<file path="src/rtl/core/grid_neighbour_address_walk_core_assert.svh">
// Assertion macros for the grid neighbour address walk core.
`ifndef GRID_NEIGHBOUR_ADDRESS_WALK_CORE_ASSERT_SVH
`define GRID_NEIGHBOUR_ADDRESS_WALK_CORE_ASSERT_SVH

// same-cycle implication, sampled on clock, off during reset
`define GNAW_ASSERT_IMPLY(label, ante, cons) \
   label: assert property (@(posedge clock) disable iff (reset) (ante) |-> (cons)) \
      else $error("gnaw: implication check failed");

// next-cycle implication
`define GNAW_ASSERT_NEXT(label, ante, cons) \
   label: assert property (@(posedge clock) disable iff (reset) (ante) |=> (cons)) \
      else $error("gnaw: next-cycle check failed");

`endif

</file>
<file path="src/rtl/core/gnaw_pkg.sv">
// Shared types and constants of the grid neighbour address walk core.
package gnaw_pkg;

   localparam int COORD_BITS  = 8;
   localparam int EXT_BITS    = 8;
   localparam int BORDER_BITS = 7;
   localparam int RANK_BITS   = 2;
   localparam int IDX_BITS    = 24;
   localparam int CSR_IDX_BITS = 3;
   localparam int CSR_DATA_BITS = 8;

   localparam logic [CSR_IDX_BITS-1:0] CSR_RANK     = 3'd0;
   localparam logic [CSR_IDX_BITS-1:0] CSR_EXTENT_0 = 3'd1;
   localparam logic [CSR_IDX_BITS-1:0] CSR_EXTENT_1 = 3'd2;
   localparam logic [CSR_IDX_BITS-1:0] CSR_EXTENT_2 = 3'd3;
   localparam logic [CSR_IDX_BITS-1:0] CSR_BORDER   = 3'd4;

   localparam logic [RANK_BITS-1:0]   RANK_RESET   = 2'd3;
   localparam logic [EXT_BITS-1:0]    EXTENT_RESET = 8'd255;
   localparam logic [BORDER_BITS-1:0] BORDER_RESET = 7'd0;

   typedef struct packed {
      logic [RANK_BITS-1:0]   rank;
      logic [EXT_BITS-1:0]    extent_0;
      logic [EXT_BITS-1:0]    extent_1;
      logic [EXT_BITS-1:0]    extent_2;
      logic [BORDER_BITS-1:0] border;
   } cfg_type;

   typedef struct packed {
      logic load;
      logic setup;
      logic start;
      logic advance;
      logic emit;
      logic emit_bad;
   } cmd_type;

   typedef struct packed {
      logic bad;
      logic at_centre;
      logic at_final;
      logic last_emit;
      logic slot_free;
   } sts_type;

endpackage

</file>
<file path="src/rtl/core/gnaw_ctrl.sv">
// Sequencer of the grid neighbour address walk: setup, walk and result issue.
module gnaw_ctrl (
   input  logic              clock,
   input  logic              reset,
   input  logic              req_valid,
   output logic              req_ready,
   input  gnaw_pkg::sts_type sts,
   output gnaw_pkg::cmd_type cmd
);

   typedef enum logic [4:0] {
      ST_IDLE   = 5'b00001,
      ST_SETUP  = 5'b00010,
      ST_CENTRE = 5'b00100,
      ST_WALK   = 5'b01000,
      ST_BAD    = 5'b10000
   } state_type;

   state_type state_ff, state_in;

   always_comb begin
      state_in  = state_ff;
      cmd       = '0;
      req_ready = 1'b0;
      unique case (state_ff)
         ST_IDLE: begin
            req_ready = 1'b1;
            if (req_valid) begin
               cmd.load = 1'b1;
               state_in = ST_SETUP;
            end
         end
         ST_SETUP: begin
            cmd.setup = 1'b1;
            state_in  = ST_CENTRE;
         end
         ST_CENTRE: begin
            cmd.start = 1'b1;
            state_in  = sts.bad ? ST_BAD : ST_WALK;
         end
         ST_WALK: begin
            if (sts.at_centre) begin
               if (sts.at_final) begin
                  state_in = ST_IDLE;
               end else begin
                  cmd.advance = 1'b1;
               end
            end else if (sts.slot_free) begin
               cmd.emit = 1'b1;
               if (sts.last_emit) begin
                  state_in = ST_IDLE;
               end else begin
                  cmd.advance = 1'b1;
               end
            end
         end
         ST_BAD: begin
            if (sts.slot_free) begin
               cmd.emit_bad = 1'b1;
               state_in     = ST_IDLE;
            end
         end
         default: state_in = ST_IDLE;
      endcase
   end

   always_ff @(posedge clock) begin
      if (reset) begin
         state_ff <= ST_IDLE;
      end else begin
         state_ff <= state_in;
      end
   end

endmodule

</file>
<file path="src/rtl/core/gnaw_dpath.sv">
// Datapath of the grid neighbour address walk: band check, index math, offsets, result beat.
module gnaw_dpath (
   input  logic                              clock,
   input  logic                              reset,
   input  gnaw_pkg::cfg_type                 cfg,
   input  gnaw_pkg::cmd_type                 cmd,
   output gnaw_pkg::sts_type                 sts,
   input  logic [gnaw_pkg::COORD_BITS-1:0]   req_coord_0,
   input  logic [gnaw_pkg::COORD_BITS-1:0]   req_coord_1,
   input  logic [gnaw_pkg::COORD_BITS-1:0]   req_coord_2,
   input  logic                              rsp_ready,
   output logic                              rsp_valid,
   output logic [gnaw_pkg::IDX_BITS-1:0]     rsp_neighbour_index,
   output logic [gnaw_pkg::IDX_BITS-1:0]     rsp_centre_index,
   output logic                              rsp_is_behind,
   output logic                              rsp_is_last,
   output logic                              rsp_centre_bad
);

   localparam logic [1:0] OFF_NEG  = 2'b11;
   localparam logic [1:0] OFF_ZERO = 2'b00;
   localparam logic [1:0] OFF_POS  = 2'b01;

   // returns {bad, low neighbour exists, high neighbour exists}
   function automatic logic [2:0] band_check(input logic [7:0] c, input logic [7:0] e,
                                             input logic [6:0] b);
      logic [8:0] min_ext;
      logic [8:0] c_top;
      logic       bad;
      logic       lo_n;
      logic       hi_p;
      min_ext = {1'b0, b, 1'b0} + 9'd1;
      c_top   = {1'b0, c} + {2'b00, b} + 9'd1;
      bad     = ({1'b0, e} < min_ext) || (c < {1'b0, b}) || (c_top > {1'b0, e});
      lo_n    = c > {1'b0, b};
      hi_p    = c_top < {1'b0, e};
      return {bad, lo_n, hi_p};
   endfunction

   function automatic logic [23:0] stride_term(input logic [1:0] o, input logic [23:0] s);
      case (o)
         OFF_POS: return s;
         OFF_NEG: return (~s) + 24'd1;
         default: return 24'd0;
      endcase
   endfunction

   logic        use1, use2;
   logic [2:0]  bc0, bc1, bc2;
   logic [7:0]  c1_in, c2_in, e1_in, e2_in;
   logic [15:0] p1_in, s0_in;
   logic [16:0] row_sum;
   logic [24:0] row_prod;

   logic [7:0]  c1_ff, c2_ff, e2_ff;
   logic [15:0] p1_ff, s0_ff;
   logic [23:0] p2_ff, centre_ff;
   logic        bad_ff;
   logic [2:0]  lo_ff, hi_ff;
   logic [1:0]  off_ff [3];
   logic [1:0]  off_in [3];
   logic [1:0]  lo_val [3];
   logic [1:0]  hi_val [3];
   logic [1:0]  succ [3];
   logic        carry2, carry1;
   logic        at_final, succ_final, succ_centre;
   logic [23:0] nbr_idx;
   logic        behind;

   logic        rsp_valid_ff;
   logic [23:0] nbr_ff, ctr_ff;
   logic        behind_ff, last_ff, cbad_ff;

   always_comb begin
      use1  = cfg.rank >= 2'd2;
      use2  = cfg.rank == 2'd3;
      bc0   = band_check(req_coord_0, cfg.extent_0, cfg.border);
      bc1   = use1 ? band_check(req_coord_1, cfg.extent_1, cfg.border) : 3'b000;
      bc2   = use2 ? band_check(req_coord_2, cfg.extent_2, cfg.border) : 3'b000;
      c1_in = use1 ? req_coord_1 : 8'd0;
      c2_in = use2 ? req_coord_2 : 8'd0;
      e1_in = use1 ? cfg.extent_1 : 8'd1;
      e2_in = use2 ? cfg.extent_2 : 8'd1;
      p1_in = {8'd0, req_coord_0} * {8'd0, e1_in};
      s0_in = {8'd0, e1_in} * {8'd0, e2_in};
      off_in[0] = bc0[1] ? OFF_NEG : OFF_ZERO;
      off_in[1] = bc1[1] ? OFF_NEG : OFF_ZERO;
      off_in[2] = bc2[1] ? OFF_NEG : OFF_ZERO;
   end

   always_comb begin
      row_sum  = {1'b0, p1_ff} + {9'd0, c1_ff};
      row_prod = {8'd0, row_sum} * {17'd0, e2_ff};
   end

   always_comb begin
      for (int d = 0; d < 3; d++) begin
         lo_val[d] = lo_ff[d] ? OFF_NEG : OFF_ZERO;
         hi_val[d] = hi_ff[d] ? OFF_POS : OFF_ZERO;
      end
      carry2  = off_ff[2] == hi_val[2];
      succ[2] = carry2 ? lo_val[2] : off_ff[2] + 2'd1;
      carry1  = carry2 && (off_ff[1] == hi_val[1]);
      succ[1] = carry2 ? ((off_ff[1] == hi_val[1]) ? lo_val[1] : off_ff[1] + 2'd1)
                       : off_ff[1];
      succ[0] = carry1 ? off_ff[0] + 2'd1 : off_ff[0];
      at_final    = carry1 && (off_ff[0] == hi_val[0]);
      succ_final  = (succ[0] == hi_val[0]) && (succ[1] == hi_val[1]) &&
                    (succ[2] == hi_val[2]);
      succ_centre = (succ[0] == OFF_ZERO) && (succ[1] == OFF_ZERO) &&
                    (succ[2] == OFF_ZERO);
      nbr_idx = centre_ff + stride_term(off_ff[0], {8'd0, s0_ff}) +
                stride_term(off_ff[1], {16'd0, e2_ff}) +
                stride_term(off_ff[2], 24'd1);
      behind  = (off_ff[0] == OFF_NEG) ||
                ((off_ff[0] == OFF_ZERO) && ((off_ff[1] == OFF_NEG) ||
                 ((off_ff[1] == OFF_ZERO) && (off_ff[2] == OFF_NEG))));
      sts.bad       = bad_ff;
      sts.at_centre = (off_ff[0] == OFF_ZERO) && (off_ff[1] == OFF_ZERO) &&
                      (off_ff[2] == OFF_ZERO);
      sts.at_final  = at_final;
      sts.last_emit = at_final || (succ_centre && succ_final);
      sts.slot_free = !rsp_valid_ff || rsp_ready;
   end

   always_ff @(posedge clock) begin
      if (cmd.load) begin
         c1_ff  <= c1_in;
         c2_ff  <= c2_in;
         e2_ff  <= e2_in;
         p1_ff  <= p1_in;
         s0_ff  <= s0_in;
         bad_ff <= bc0[2] | bc1[2] | bc2[2];
         lo_ff  <= {bc2[1], bc1[1], bc0[1]};
         hi_ff  <= {bc2[0], bc1[0], bc0[0]};
         for (int d = 0; d < 3; d++) begin
            off_ff[d] <= off_in[d];
         end
      end else if (cmd.advance) begin
         for (int d = 0; d < 3; d++) begin
            off_ff[d] <= succ[d];
         end
      end
      if (cmd.setup) begin
         p2_ff <= row_prod[23:0];
      end
      if (cmd.start) begin
         centre_ff <= p2_ff + {16'd0, c2_ff};
      end
   end

   always_ff @(posedge clock) begin
      if (reset) begin
         rsp_valid_ff <= 1'b0;
      end else if (cmd.emit || cmd.emit_bad) begin
         rsp_valid_ff <= 1'b1;
      end else if (rsp_ready) begin
         rsp_valid_ff <= 1'b0;
      end
   end

   always_ff @(posedge clock) begin
      if (cmd.emit) begin
         nbr_ff    <= nbr_idx;
         ctr_ff    <= centre_ff;
         behind_ff <= behind;
         last_ff   <= sts.last_emit;
         cbad_ff   <= 1'b0;
      end else if (cmd.emit_bad) begin
         nbr_ff    <= 24'd0;
         ctr_ff    <= centre_ff;
         behind_ff <= 1'b0;
         last_ff   <= 1'b1;
         cbad_ff   <= 1'b1;
      end
   end

   assign rsp_valid           = rsp_valid_ff;
   assign rsp_neighbour_index = nbr_ff;
   assign rsp_centre_index    = ctr_ff;
   assign rsp_is_behind       = behind_ff;
   assign rsp_is_last         = last_ff;
   assign rsp_centre_bad      = cbad_ff;

endmodule

</file>
<file path="src/rtl/core/grid_neighbour_address_walk_core.sv">
// Top level of the grid neighbour address walk core: registers, sequencer and datapath.
//
// Channel  Direction  Handshake              Beat contents
// req      in         req_valid/req_ready    centre coordinates coord_0..coord_2
// rsp      out        rsp_valid/rsp_ready    neighbour/centre index and flags
// csr      in         csr_valid/csr_ready    register index and write data
//
// A centre is set up in steps (accept, row product, centre add), then its
// neighbours are issued in turn through the shared offset adder, skipping the centre.
// A bad centre gives its single beat once setup and the centre add are done.
// A stalled rsp holds the walk; the next centre is taken once the walk ends.
// Reset is synchronous and restores rank 3, extents 255, border 0.
`include "grid_neighbour_address_walk_core_assert.svh"

module grid_neighbour_address_walk_core (
   input  logic                                 clock,
   input  logic                                 reset,
   input  logic                                 req_valid,
   output logic                                 req_ready,
   input  logic [gnaw_pkg::COORD_BITS-1:0]      req_coord_0,
   input  logic [gnaw_pkg::COORD_BITS-1:0]      req_coord_1,
   input  logic [gnaw_pkg::COORD_BITS-1:0]      req_coord_2,
   output logic                                 rsp_valid,
   input  logic                                 rsp_ready,
   output logic [gnaw_pkg::IDX_BITS-1:0]        rsp_neighbour_index,
   output logic [gnaw_pkg::IDX_BITS-1:0]        rsp_centre_index,
   output logic                                 rsp_is_behind,
   output logic                                 rsp_is_last,
   output logic                                 rsp_centre_bad,
   input  logic                                 csr_valid,
   output logic                                 csr_ready,
   input  logic [gnaw_pkg::CSR_IDX_BITS-1:0]    csr_index,
   input  logic [gnaw_pkg::CSR_DATA_BITS-1:0]   csr_data
);

   gnaw_pkg::cfg_type cfg_ff;
   gnaw_pkg::cmd_type cmd;
   gnaw_pkg::sts_type sts;

   assign csr_ready = 1'b1;

   always_ff @(posedge clock) begin
      if (reset) begin
         cfg_ff.rank     <= gnaw_pkg::RANK_RESET;
         cfg_ff.extent_0 <= gnaw_pkg::EXTENT_RESET;
         cfg_ff.extent_1 <= gnaw_pkg::EXTENT_RESET;
         cfg_ff.extent_2 <= gnaw_pkg::EXTENT_RESET;
         cfg_ff.border   <= gnaw_pkg::BORDER_RESET;
      end else if (csr_valid && csr_ready) begin
         unique case (csr_index)
            gnaw_pkg::CSR_RANK:     cfg_ff.rank     <= csr_data[gnaw_pkg::RANK_BITS-1:0];
            gnaw_pkg::CSR_EXTENT_0: cfg_ff.extent_0 <= csr_data;
            gnaw_pkg::CSR_EXTENT_1: cfg_ff.extent_1 <= csr_data;
            gnaw_pkg::CSR_EXTENT_2: cfg_ff.extent_2 <= csr_data;
            gnaw_pkg::CSR_BORDER:   cfg_ff.border   <= csr_data[gnaw_pkg::BORDER_BITS-1:0];
            default: ;
         endcase
      end
   end

   gnaw_ctrl u_ctrl (
      .clock     (clock),
      .reset     (reset),
      .req_valid (req_valid),
      .req_ready (req_ready),
      .sts       (sts),
      .cmd       (cmd)
   );

   gnaw_dpath u_dpath (
      .clock               (clock),
      .reset               (reset),
      .cfg                 (cfg_ff),
      .cmd                 (cmd),
      .sts                 (sts),
      .req_coord_0         (req_coord_0),
      .req_coord_1         (req_coord_1),
      .req_coord_2         (req_coord_2),
      .rsp_ready           (rsp_ready),
      .rsp_valid           (rsp_valid),
      .rsp_neighbour_index (rsp_neighbour_index),
      .rsp_centre_index    (rsp_centre_index),
      .rsp_is_behind       (rsp_is_behind),
      .rsp_is_last         (rsp_is_last),
      .rsp_centre_bad      (rsp_centre_bad)
   );

   `GNAW_ASSERT_IMPLY(a_bad_beat_form, rsp_valid && rsp_centre_bad, rsp_is_last && (rsp_neighbour_index == '0) && !rsp_is_behind)
   `GNAW_ASSERT_IMPLY(a_nbr_not_centre, rsp_valid && !rsp_centre_bad, rsp_neighbour_index != rsp_centre_index)
   `GNAW_ASSERT_IMPLY(a_behind_order, rsp_valid && !rsp_centre_bad, rsp_is_behind == (rsp_neighbour_index < rsp_centre_index))
   `GNAW_ASSERT_NEXT(a_busy_after_accept, req_valid && req_ready, !req_ready)

endmodule

</file>
<file path="config.mk">
export PLATFORM = sky130hd
export DESIGN_NAME = grid_neighbour_address_walk_core
export DESIGN_NICKNAME = d
export VERILOG_FILES = /design/src/rtl/core/gnaw_pkg.sv /design/src/rtl/core/gnaw_ctrl.sv /design/src/rtl/core/gnaw_dpath.sv /design/src/rtl/core/grid_neighbour_address_walk_core.sv
export VERILOG_INCLUDE_DIRS = /design/src /design/src/rtl/core
export SDC_FILE = /design/constraint.sdc
export NUM_CORES = 1
export LEC_CHECK = 0
export BUFFER_PORTS_ARGS = -buffer_cell sky130_fd_sc_hd__buf_2
export CORE_MARGIN = 5
export CORE_UTILIZATION = 60
export CTS_BUF_LIST = sky130_fd_sc_hd__clkbuf_4 sky130_fd_sc_hd__clkbuf_8 sky130_fd_sc_hd__clkbuf_16
export DETAILED_ROUTE_END_ITERATION = 7
export PLACE_DENSITY = 0.78
export SYNTH_ARGS = -nofsm -noshare
export SYNTH_HDL_FRONTEND = slang
export SYNTH_SLANG_ARGS = --single-unit
</file>
<file path="constraint.sdc">
create_clock -name clock -period 6.89 [get_ports clock]
set_input_delay 0.689 -clock clock [delete_from_list [all_inputs] [get_ports clock]]
set_output_delay 0.689 -clock clock [all_outputs]
set_load 0.01 [all_outputs]
</file>
# == Word-level counts from Yosys, hierarchy flattened ==
# Memory sizes are Yosys's and may differ from the RTL's.
# Index checks and enable logic that the tools add are counted.
# word_totals
ram_bits,6
out_inout_bits,54
input_bits,40
reg_bits,201
n_memories,1
elab_cells,191
# classes
mul,3
add_sub_neg,17
n_bitwise,7
reduce_logical,38
mux,58
n_lt_le_gt_ge,16
eq_ne,27
# mem_list
memory,words,word_bits,read_ports,rd_clocked_by_memory_dff,write_ports,line_no,text
u_dpath.off_ff,3,2,3,0,3,gnaw_dpath.sv:60,logic [1:0] off_ff [3];
# ops
op,count
$pmux W24 S2,3
$mux W24,4
$add A24 B24 Y24,3
$add A24 B1 Y24 const B,2
$mux W5,7
$mul A8 B8 Y16,2
$mux W2,14
$add A8 B7 Y9,3
$add A9 B1 Y9 const B,3
$gt A9 B8 Y1,3
$lt A8 B9 Y1,3
$lt A9 B8 Y1,3
$mux W1,25
$pmux W5 S5,1
$add A24 B8 Y24,1
$gt A8 B7 Y1,3
$lt A8 B7 Y1,3
$mul A17 B8 Y24,1
$not A16 Y24,1
$not A8 Y24,1
$add A16 B8 Y17,1
$mux W8,2
$eq A2 B2 Y1,6
$logic_not A2 Y1,6
other kinds (25),65

# == Longest topological paths before layout ==
# Gate-level depths: netlist of run 1.
# logic_depth
word_depth,17
ltp_mapped,25
mapped_depth_nobuf,25

# == Hierarchy ==
# Synthesis of run 1 repeated with hierarchy kept, for this count alone.
# unflattened
cells_unflattened,2271
area_unflattened_um2,22195.0
# by_module_without_submodules
module,area_each_um2,instances,cells_each,seq_area_each_um2
gnaw_dpath,20527.2,1,2098,5024.8
grid_neighbour_address_walk_core,1337.5,1,130,660.6
gnaw_ctrl,330.3,1,43,100.1

# == Worst setup path after synthesis of run 1 ==
# OpenSTA, ideal clock, no wires.
# synth_timing
path_kind,register to register
start,register u_dpath.p1_ff[0]
end,"register u_dpath.p2_ff[23], data pin"
arrival_time_ns,6.146
required_time_ns,6.754
path_buffers,0
setup_slack_ns,0.608
path_stages_with_launch,25
setup_time_ns,0.136
synth_period_minus_slack_ns,6.282
cell_sequence,edfxtp_1 > ha_1 > inv_1 > fa_1 > nor2b_1 > o2111ai_1 > and3_1 > nor2_1 > nand3_1 > xor2_1 > nor2b_1 > fa_1 > fa_1 > fa_1 > inv_1 > fa_1 > inv_1 > ha_1 > a21o_1 > a21o_1 > a221o_1 > and4b_1 > o21ai_1 > a2111o_1 > nand3_1
# synth_between
elab_chain_cells,2
# synth_lines
element,line_no,text
"start, declared",gnaw_dpath.sv:56,"logic [15:0] p1_ff, s0_ff;"
"start signal, assigned",gnaw_dpath.sv:131,p1_ff <= p1_in;
$add A16 B8 Y17,gnaw_dpath.sv:92,"row_sum = {1'b0, p1_ff} + {9'd0, c1_ff};"
$mul A17 B8 Y24,gnaw_dpath.sv:93,"row_prod = {8'd0, row_sum} * {17'd0, e2_ff};"
net u_dpath.row_prod[23],gnaw_dpath.sv:53,logic [24:0] row_prod;
"end signal, assigned",gnaw_dpath.sv:145,p2_ff <= row_prod[23:0];
"end, declared",gnaw_dpath.sv:57,"logic [23:0] p2_ff, centre_ff;"
# The timed path passes the listed nets, and every way through them passes these cells.
# A chain may end at the register's enable or synchronous reset.

# == Final worst setup path of run 1 ==
# Ends and elaborated chain as after synthesis.

==> impl_metrics.toml, run 1 <==
[run_status]
status = "finished, final reports clean"

[critical_path]
critical-path-max-stage-delay_ps = 550
cp.required_ps = 7280
critPathMaxFanout = 5
r2r_start = "u_dpath.p1_ff[0]$_DFFE_PP_"
startpoint = "u_dpath.p1_ff[0]$_DFFE_PP_"
crit_type = "register to register"
critPathMostFrequentCell = "fa_1"
arrival_ps = 6940
cp-start-kind = "register"
end_kind = "register"
cpMaxStageDelayCell = "fa_1"

[layout]
fin_nets = 2768
final_area_sq_mm = 0.0235
fin_util_pct = 66.1
area_growth_pct = 8.62
final_layout_size_suffix_gt1_share_pct = 8.07
diodes = 0

[timing]
hold_viol = 0
setup_ws_ps = 339
drv_slew = 0
min_period_over_period_pct = 95.1
final.min_clock_period_ps = 6550
max_freq_ghz = 0.153
slew_headroom_pct = 24.0
tightest_slew_ps = 1130
finalClockSkew_ps = 16.4
finalSetupViolations = 0

[clock_tree]
cts_tree = "done"
htreeDepth = 1
hold_buffers = 0
clock_insertion_delay_worst_skew_ps = 530
clk_pin_slew_ps = 60
cts_sinks = 206
ctsLongestPathBuffers = 3
cts_buffers = 24
cts_root_buf = "clkbuf_16"

[logic_synthesis]
ys_top_cells_by_area = "edfxtp_1, fa_1, ha_1, inv_1, xnor2_1"
yosysTopAreaCell = "edfxtp_1"
yosysWarnings = 0
async_flop_share_pct = 0
syn_area_sq_mm = 0.0216
synth_seq_cells = 206
yosysUniqueCellTypes = 77
syn_nets = 2695
synth_edf_count = 166
yosys.area.top_type_share_pct = 23.0
synthFlopType = "edfxtp_1"
syn_inst = 2189
ys_seq_area_share_pct = 26.7
post_synth.cell_area_avg_sq_um = 9.89

[routing]
ant_nets = 0
route.detailed.drc = 0
avgRoutedWirePerCell_um = 18.3
drt_iter0_markers = 1133
vias_per_cell = 5.92
drt_first_pass_iters = 7
num_vias = 16200
routed_wirelength_um = 50300

[global_route]
grt_max_degree = 70
grt_pass1_vias = 16600
grt_overflow = 0
grt_usage_pct = 25.3
grt_pass1_wl_um = 82000
antenna_found_initial = 1

[placement]
dpl_cell_area_sq_mm = 0.0226
routabilityCongestion = 0.932
dp_hpwl_um = 40100
place_ws_ps = 88.5
place.port_buffers = 92

[floorplan]
design.core.area_sq_mm = 0.0356
num_rows = 69
fp.dieArea_sq_mm = 0.0400
die_y_um = 200
die_w_um = 200
start_util_pct = 60.8
io_pins = 94

[min_path]
min_from = "csr_data[5]"
hold_path_class = "input pin to register"

[run]
maxCapViolations = 0
[layout make-up]
type	count	area, sq um
timing repair buffer	109	588
clock buffer	27	641
inverter	288	1080
fill	2732	12100
clock inverter	17	208
multi-input combinational	1633	14600
sequential	206	5790
tap	461	577
[critical path: cells and delay by family, from the launching register on]
kind	cells	cell delay, ps
fa+ha+maj	7	2980
compound gates	6	1450
simple gates	7	1180
flops	1	340
buf+inv	4	310
xor+xnor	1	170
[per-layer routing]
metal | global-route usage [%] | routed length [um] | vias up
li1 | - | - | 7606
met1 | 32.2 | 20100 | 7855
met2 | 43.9 | 24500 | 627
met3 | 4.90 | 3970 | 140
met4 | 8.13 | 1730 | 2
met5 | 0 | 13 | -
[worst paths after layout]
check / end / slack [ps] / depth (start not counted)
worst max-delay path: u_dpath.p2_ff[23]$_DFFE_PP_ / 340 / 25
worst min-delay path: cfg_ff[12]$_SDFFE_PP1P_ / 480 / 3
worst max register to register: u_dpath.p2_ff[23]$_DFFE_PP_ / 340 / 25
worst min register to register: u_dpath.rsp_centre_bad$_SDFFE_PP0P_ / 480 / 2
[cell families (layout without fill, tap and decap cells)]
kind of cell	count (synthesis)	after routing	synth area share [%]
fa+ha+maj	466	466	34.3
other cells	1	1	0.0173
buf+inv	350	441	6.10
simple gates	665	665	15.9
mux	14	14	0.648
compound gates	358	358	11.1
flops	206	206	26.7
xor+xnor	129	129	5.26
[placed cells by master, fill, tap and decap left out, types with 12 or more instances in the layout]
cell / n
nor3_1: 62
and2_1: 83
a22o_1: 12
o211ai_1: 26
dfxtp_1: 40
a21o_1: 27
nand2b_1: 24
xor2_1: 25
buf_4: 17
buf_2: 92
and3_1: 50
a211oi_1: 16
or3_1: 15
xnor2_1: 99
a21oi_1: 100
nand2_1: 161
o21bai_1: 19
mux2i_1: 14
clkbuf_16: 25
ha_1: 254
nand3_1: 39
fa_1: 212
nor2b_1: 54
edfxtp_1: 166
o21a_1: 25
inv_1: 282
o21ai_0: 63
nor2_1: 109
[cells in the mapped netlist, types with 4 or more instances]
library cell  number
inv_1            282
ha_1             254
fa_1             212
edfxtp_1         166
nand2_1          161
nor2_1           110
a21oi_1          100
xnor2_1          100
and2_1            84
nor3_1            63
o21ai_0           63
clkbuf_1          58
nor2b_1           56
and3_1            50
dfxtp_1           40
nand3_1           40
xor2_1            28
a21o_1            27
o211ai_1          26
o21a_1            25
nand2b_1          24
o21bai_1          19
a211oi_1          16
or3_1             15
mux2i_1           14
a22o_1            12
nor4_1            11
o31ai_1           11
nand4_1           10
a32o_1             9
nand3b_1           8
o41a_1             7
or2_2              7
and4_1             5
o41ai_1            5
a221oi_1           4
clkinv_1           4
or4_1              4
[through the flow]
| stage | cells | setup TNS [ps] | hold WS, ps |
|---|---|---|---|
| 6_report | 2741 | 0 | 477 |
| 3_5_place_dp | 2695 | 0 | 464 |
| 2_1_floorplan | 2189 | 0 | 433 |
| 3_3_place_gp | 2695 | 0 | 452 |
| 5_1_grt | 2741 | -17.3 | 479 |
| 4_1_cts | 2739 | 0 | 455 |
[flip-flops by register name (all words and copies together), names as in the netlist, 8 cells and up]
signal,flops
cfg_ff,33
u_dpath.c1_ff,8
u_dpath.c2_ff,8
u_dpath.centre_ff,24
u_dpath.e2_ff,8
u_dpath.p1_ff,16
u_dpath.p2_ff,24
u_dpath.rsp_centre_index,24
u_dpath.rsp_neighbour_index,24
u_dpath.s0_ff,16
[repair_timing]
item | in CTS | in global routing
buffers inserted | 0 | 2
endpoints found under the setup margin | 0 | 5
resized for setup | 0 | 10
hold endpoints to repair | 0 | 0
Power of run 1 is not shown: default switching activity piles up to over one toggle a cycle in this logic, so the estimate is an artifact.
==> inputs of run 2 (changes only) <==
--- a/config.mk
+++ b/config.mk
@@ -11,7 +11,9 @@
 export CORE_UTILIZATION = 60
 export CTS_BUF_LIST = sky130_fd_sc_hd__clkbuf_4 sky130_fd_sc_hd__clkbuf_8 sky130_fd_sc_hd__clkbuf_16
 export DETAILED_ROUTE_END_ITERATION = 7
+export GPL_TIMING_DRIVEN = 0
 export PLACE_DENSITY = 0.78
+export REMOVE_ABC_BUFFERS = 1
 export SYNTH_ARGS = -nofsm -noshare
 export SYNTH_HDL_FRONTEND = slang
 export SYNTH_SLANG_ARGS = --single-unit
==> constraint.sdc (replaced) <==
create_clock -name clock -period 8 [get_ports clock]
set_input_delay 0.8 -clock clock [delete_from_list [all_inputs] [get_ports clock]]
set_output_delay 0.8 -clock clock [all_outputs]
set_load 0.01 [all_outputs]
==> run 2 against run 1 <==
  * Setup slack better by 420 ps
  * Register-to-register slack better by 420 ps
  * Worst hold slack worse by 20 ps
  * Sequential cell count unchanged
  * Non-clock buffer count down 13
  * Sequential share of layout area up 0.22 points
  * Critical endpoint unchanged
  * Largest cell class unchanged
  * Maximum frequency down 9.5%
  * First-iteration DRC count up 4.1%
  * Highest routed layer is now met4
  * Critical path type unchanged
==> impl_metrics.toml, run 2 (same netlist as run 1, synthesis figures left out) <==
[clock_tree]
cts_sinks = 206
cts_root_buf = "clkbuf_16"
cts_tree = "done"
clk_pin_slew_ps = 60
cts_buffers = 23
post_cts_buffers = 0
cts_resized = 0
clock_insertion_delay_worst_skew_ps = 530
hold_buffers = 0
ctsLongestPathBuffers = 3
htreeDepth = 1

[routing]
vias_per_cell = 5.88
drt_first_pass_iters = 5
avgRoutedWirePerCell_um = 18.2
routed_wirelength_um = 49600
num_vias = 16000
route.detailed.drc = 0
ant_nets = 0
drt_iter0_markers = 1180

[critical_path]
crit_buf_inv = 3
cpMaxStageDelayCell = "xor2_1"
critPathMostFrequentCell = "fa_1"
critPathMaxFanout = 8
end_kind = "register"
arrival_ps = 7590
crit_type = "register to register"
cpLargestDelayFamily = "adder cells"
crit_chain = "ha_1, inv_1, fa_1, nor2b_1, o2111ai_1, and3_1, nor2_1, nand3_1, xor2_1, nor2b_1, fa_1, fa_1, fa_1, inv_1, fa_1, inv_1, ha_1, a21o_1, a21o_1, a221o_1, and4b_1, o21ai_1, a2111o_1, nand3_1"
critical-path-max-stage-delay_ps = 640
cp-start-kind = "register"
cp.required_ps = 8350

[global_route]
grt_max_degree = 70
grt_pass1_wl_um = 80400
antenna_found_initial = 0
grt_usage_pct = 24.8
grt_overflow = 0
grt_pass1_vias = 16100

[layout]
fin_nets = 2754
largest_reg_flops = 33
top_register = "cfg_ff"
area_growth_pct = 7.66
layout_commonest_cell = "inv_1"
mostFrequentLayoutCells = "inv_1, ha_1, fa_1"
final_layout_size_suffix_gt1_share_pct = 6.98
fin_util_pct = 65.5
fillers = 2728

[timing]
drv_slew = 0
hold_ws_ps = 457
hold_viol = 0
finalClockSkew_ps = 21.5
final.min_clock_period_ps = 7240
slew_headroom_pct = 13.2
min_period_over_period_pct = 90.5
tightest_slew_ps = 1300
fin_tns_setup_ps = 0
finalSetupViolations = 0
rsz0062_at_grt = "false"
max_freq_ghz = 0.138
setup_ws_ps = 759

[placement]
routabilityCongestion = 0.921
place.port_buffers = 92
dp_hpwl_um = 39600
place_ws_ps = 802

[floorplan]
die_y_um = 200
fp.dieArea_sq_mm = 0.0400
io_pins = 94
num_rows = 69
design.core.area_sq_mm = 0.0356
die_w_um = 200
start_util_pct = 60.8

[run]
maxCapViolations = 0

[min_path]
hold_path_class = "register to register"

[run_status]
status = "finished, final reports clean"
[run 2: cell count changes in the layout (fill, tap and decap cells not counted), sizes merged]
cell      change
buf          -13
bufinv        -1
clkbuf        -1
clkinvlp      -2
diode         +1
inv           +1
[run 2: final timing paths]
path / from / slack, ps / depth (start not counted) / to
min: u_dpath.centre_ff[0]$_DFFE_PN_ / 460 / 0 / u_dpath.rsp_centre_index[0]$_DFFE_PP_
min reg2reg: u_dpath.centre_ff[0]$_DFFE_PN_ / 460 / 0 / u_dpath.rsp_centre_index[0]$_DFFE_PP_
max reg2reg: u_dpath.p1_ff[0]$_DFFE_PP_ / 760 / 24 / u_dpath.p2_ff[23]$_DFFE_PP_
max: u_dpath.p1_ff[0]$_DFFE_PP_ / 760 / 24 / u_dpath.p2_ff[23]$_DFFE_PP_
[run 2: routing by layer]
metal  up-vias  track usage, %  share of wire [%]
met5         -               0                  0
met4         0            7.09                2.9
met3       110            3.29                7.1
met2       555            43.1                 49
met1      7778            32.8                 41
li1       7599               -                  -
[run 2: metrics by stage]
stage,cells,cell area [sq um]
after floorplan,2127,21400
after global placement,2680,22400
after detailed placement,2684,22500
after CTS,2725,23300
after global routing,2725,23300
final,2726,23300
[run 2: area by class of cell]
class                   count  area, sq um  share of cell area, %
clock inverters            15          156                  0.671
inverters                 288         1080                   4.64
well taps                 461          577                   2.48
diodes                      1         2.50                 0.0107
clock buffers              26          604                   2.59
flip-flops and latches    206         5790                   24.8
multi-input cells        1633        14600                   62.5
repair buffers             96          523                   2.25
[run 2: worst register-to-register path: cells and delay by family (launching register included)]
| kind | cells | cell delay, ps |
|---|---|---|
| AOI/OAI and AO/OA | 6 | 1480 |
| xor gates and xnor gates | 1 | 640 |
| adders and majority gates | 7 | 2970 |
| buffers and inverters | 3 | 160 |
| DFF | 1 | 330 |
| and+or+nand+nor | 7 | 1500 |
Power of run 2 is left out for the same reason.
==> inputs of run 3 (changes only) <==
--- a/config.mk
+++ b/config.mk
@@ -6,13 +6,12 @@
 export SDC_FILE = /design/constraint.sdc
 export NUM_CORES = 1
 export LEC_CHECK = 0
-export BUFFER_PORTS_ARGS = -buffer_cell sky130_fd_sc_hd__buf_2
 export CORE_MARGIN = 5
-export CORE_UTILIZATION = 60
+export CORE_UTILIZATION = 45
 export CTS_BUF_LIST = sky130_fd_sc_hd__clkbuf_4 sky130_fd_sc_hd__clkbuf_8 sky130_fd_sc_hd__clkbuf_16
 export DETAILED_ROUTE_END_ITERATION = 7
+export DONT_BUFFER_PORTS = 1
 export GPL_TIMING_DRIVEN = 0
-export PLACE_DENSITY = 0.78
 export REMOVE_ABC_BUFFERS = 1
 export SYNTH_ARGS = -nofsm -noshare
 export SYNTH_HDL_FRONTEND = slang
==> run 3 against run 2 <==
  * Worst hold slack worse by 130 ps
  * Non-clock buffer count down 93
  * Maximum frequency up 1.8%
  * First-iteration DRC count down 40%
  * Count of clock-buffer cells in the layout up 4
  * Sequential cell count unchanged
  * Highest routed layer unchanged
  * Design area down 0.70%
  * Cell count up 2.4%
  * Clock skew down 7.4 ps
  * Die area up 32%
  * Global-route usage down 5.4 points
  * Wire length up 2.5%
==> impl_metrics.toml, run 3 (same netlist as run 1, synthesis figures left out) <==
[run_status]
status = "finished, final reports clean"

[global_route]
grt.busiest_layer = "met2"
grt_use_met2_pct = 33.0
grt_usage_pct = 19.3
grt_pass1_vias = 15700
grt_use_met1_pct = 26.2
met3_usage_pct = 2.92
grt_max_degree = 70
grt_pass1_wl_um = 83100
antenna_found_initial = 0
grt_overflow = 0

[routing]
route.detailed.drc = 0
routed_wirelength_um = 50900
num_vias = 15300
ant_nets = 0
vias_per_cell = 5.47
avgRoutedWirePerCell_um = 18.2
drt_first_pass_iters = 5
drt_iter0_markers = 713

[critical_path]
r2r_start = "u_dpath.p1_ff[0]$_DFFE_PP_"
cp.required_ps = 8400
cp-start-kind = "register"
critPathMostFrequentCell = "fa_1"
crit_chain = "ha_1, inv_1, fa_1, nor2b_1, o2111ai_1, and3_1, nor2_1, nand3_1, xor2_1, nor2b_1, fa_1, fa_1, fa_1, inv_1, fa_1, inv_1, ha_1, a21o_1, a21o_1, a221o_1, and4b_1, o21ai_1, a2111o_1, nand3_1"
reg2reg_to = "u_dpath.p2_ff[23]$_DFFE_PP_"
r2r_slack_ps = 890
crit_type = "register to register"
critPathMaxFanout = 8
end_kind = "register"
arrival_ps = 7510
critical-path-max-stage-delay_ps = 590
cpMaxStageDelayCell = "xor2_1"
worstRegToRegCells = 24

[timing]
tightest_slew_ps = 1370
rsz0062_at_grt = "false"
min_period_over_period_pct = 88.9
finalSetupViolations = 0
max_freq_ghz = 0.141
finalClockSkew_ps = 14.1
slew_headroom_pct = 8.65
hold_viol = 0
drv_slew = 0
final.min_clock_period_ps = 7110
fin_tns_setup_ps = 0

[floorplan]
start_util_pct = 45.4
num_rows = 80
die_w_um = 229
design.core.area_sq_mm = 0.0476
io_pins = 94
die_y_um = 229
fp.dieArea_sq_mm = 0.0526

[clock_tree]
cts_sinks = 206
cts_resized = 0
cts_tree = "done"
post_cts_buffers = 0
cts_root_buf = "clkbuf_16"
htreeDepth = 1
cts_buffers = 26
clk_pin_slew_ps = 60
hold_buffers = 0
ctsLongestPathBuffers = 3
clock_insertion_delay_worst_skew_ps = 540

[layout]
final_layout_size_suffix_gt1_share_pct = 3.35
layout_commonest_cell = "inv_1"
top_register = "cfg_ff"
diodes = 0
mostFrequentLayoutCells = "inv_1, ha_1, fa_1"
largest_reg_flops = 33
area_growth_pct = 6.90
fin_nets = 2664

[min_path]
min_path_cells = 1
min_from = "reset"
hold_path_class = "input pin to register"
holdPathEnd = "u_dpath.rsp_valid$_SDFFE_PP0P_"

[placement]
routabilityCongestion = 0.891
dp_hpwl_um = 40900
place.port_buffers = 0

[run]
maxCapViolations = 0
## run 3: cell types whose count changed in the layout (fill, tap and decap cells not counted), moves of 2 or more
cell,change
clkinvlp_4,+2
inv_4,+3
clkbuf_16,+5
inv_6,-2
buf_2,-92
clkinv_1,-2
## run 3: critical path: cells and delay by family, from the launching register on
kind,cells,cell delay (ps)
adders and majority gates,7,3010
AOI/OAI and AO/OA,6,1470
and+or+nand+nor,7,1430
xor gates and xnor gates,1,590
DFF,1,330
buffers and inverters,3,150
## run 3: metal layers
layer  routed length [um]  part of all wire, %
met1                22800                   45
met2                24600                   48
met3                 2260                  4.5
met4                 1180                  2.3
met5                    0                    0
## run 3: final cells by class
cell class / count / area, sq um
timing repair buffer: 3 / 42.5
tap: 615 / 769
clock buffer: 30 / 716
fill: 4328 / 24500
sequential: 206 / 5790
multi-input combinational: 1633 / 14600
clock inverter: 17 / 170
inverter: 288 / 1080
## run 3: worst max path at each step
stage                                           from                           to  slack (ps)  cells after the start
after floorplan           u_dpath.p1_ff[0]$_DFFE_PP_  u_dpath.p2_ff[23]$_DFFE_PP_        1720                     24
after global placement       cfg_ff[32]$_SDFFE_PP1P_  u_dpath.s0_ff[15]$_DFFE_PP_         280                     15
after detailed placement  u_dpath.p1_ff[0]$_DFFE_PP_  u_dpath.p2_ff[23]$_DFFE_PP_         890                     24
after CTS                 u_dpath.p1_ff[0]$_DFFE_PP_  u_dpath.p2_ff[23]$_DFFE_PP_         890                     24
after global routing      u_dpath.p1_ff[0]$_DFFE_PP_  u_dpath.p2_ff[23]$_DFFE_PP_         450                     24
final                     u_dpath.p1_ff[0]$_DFFE_PP_  u_dpath.p2_ff[23]$_DFFE_PP_         890                     24
## run 3: metrics by stage
step	cells	setup WS [ps]	utilization, %	cell area, sq um	hold WS [ps]
floorplan	2127	1720	-	21400	433
global placement	2742	278	46.5	22200	453
detailed placement	2745	888	46.7	22200	463
CTS	2792	887	48.6	23100	290
global route	2792	448	48.6	23100	302
finish	2792	889	48.6	23100	322
Power of run 3 is left out for the same reason.
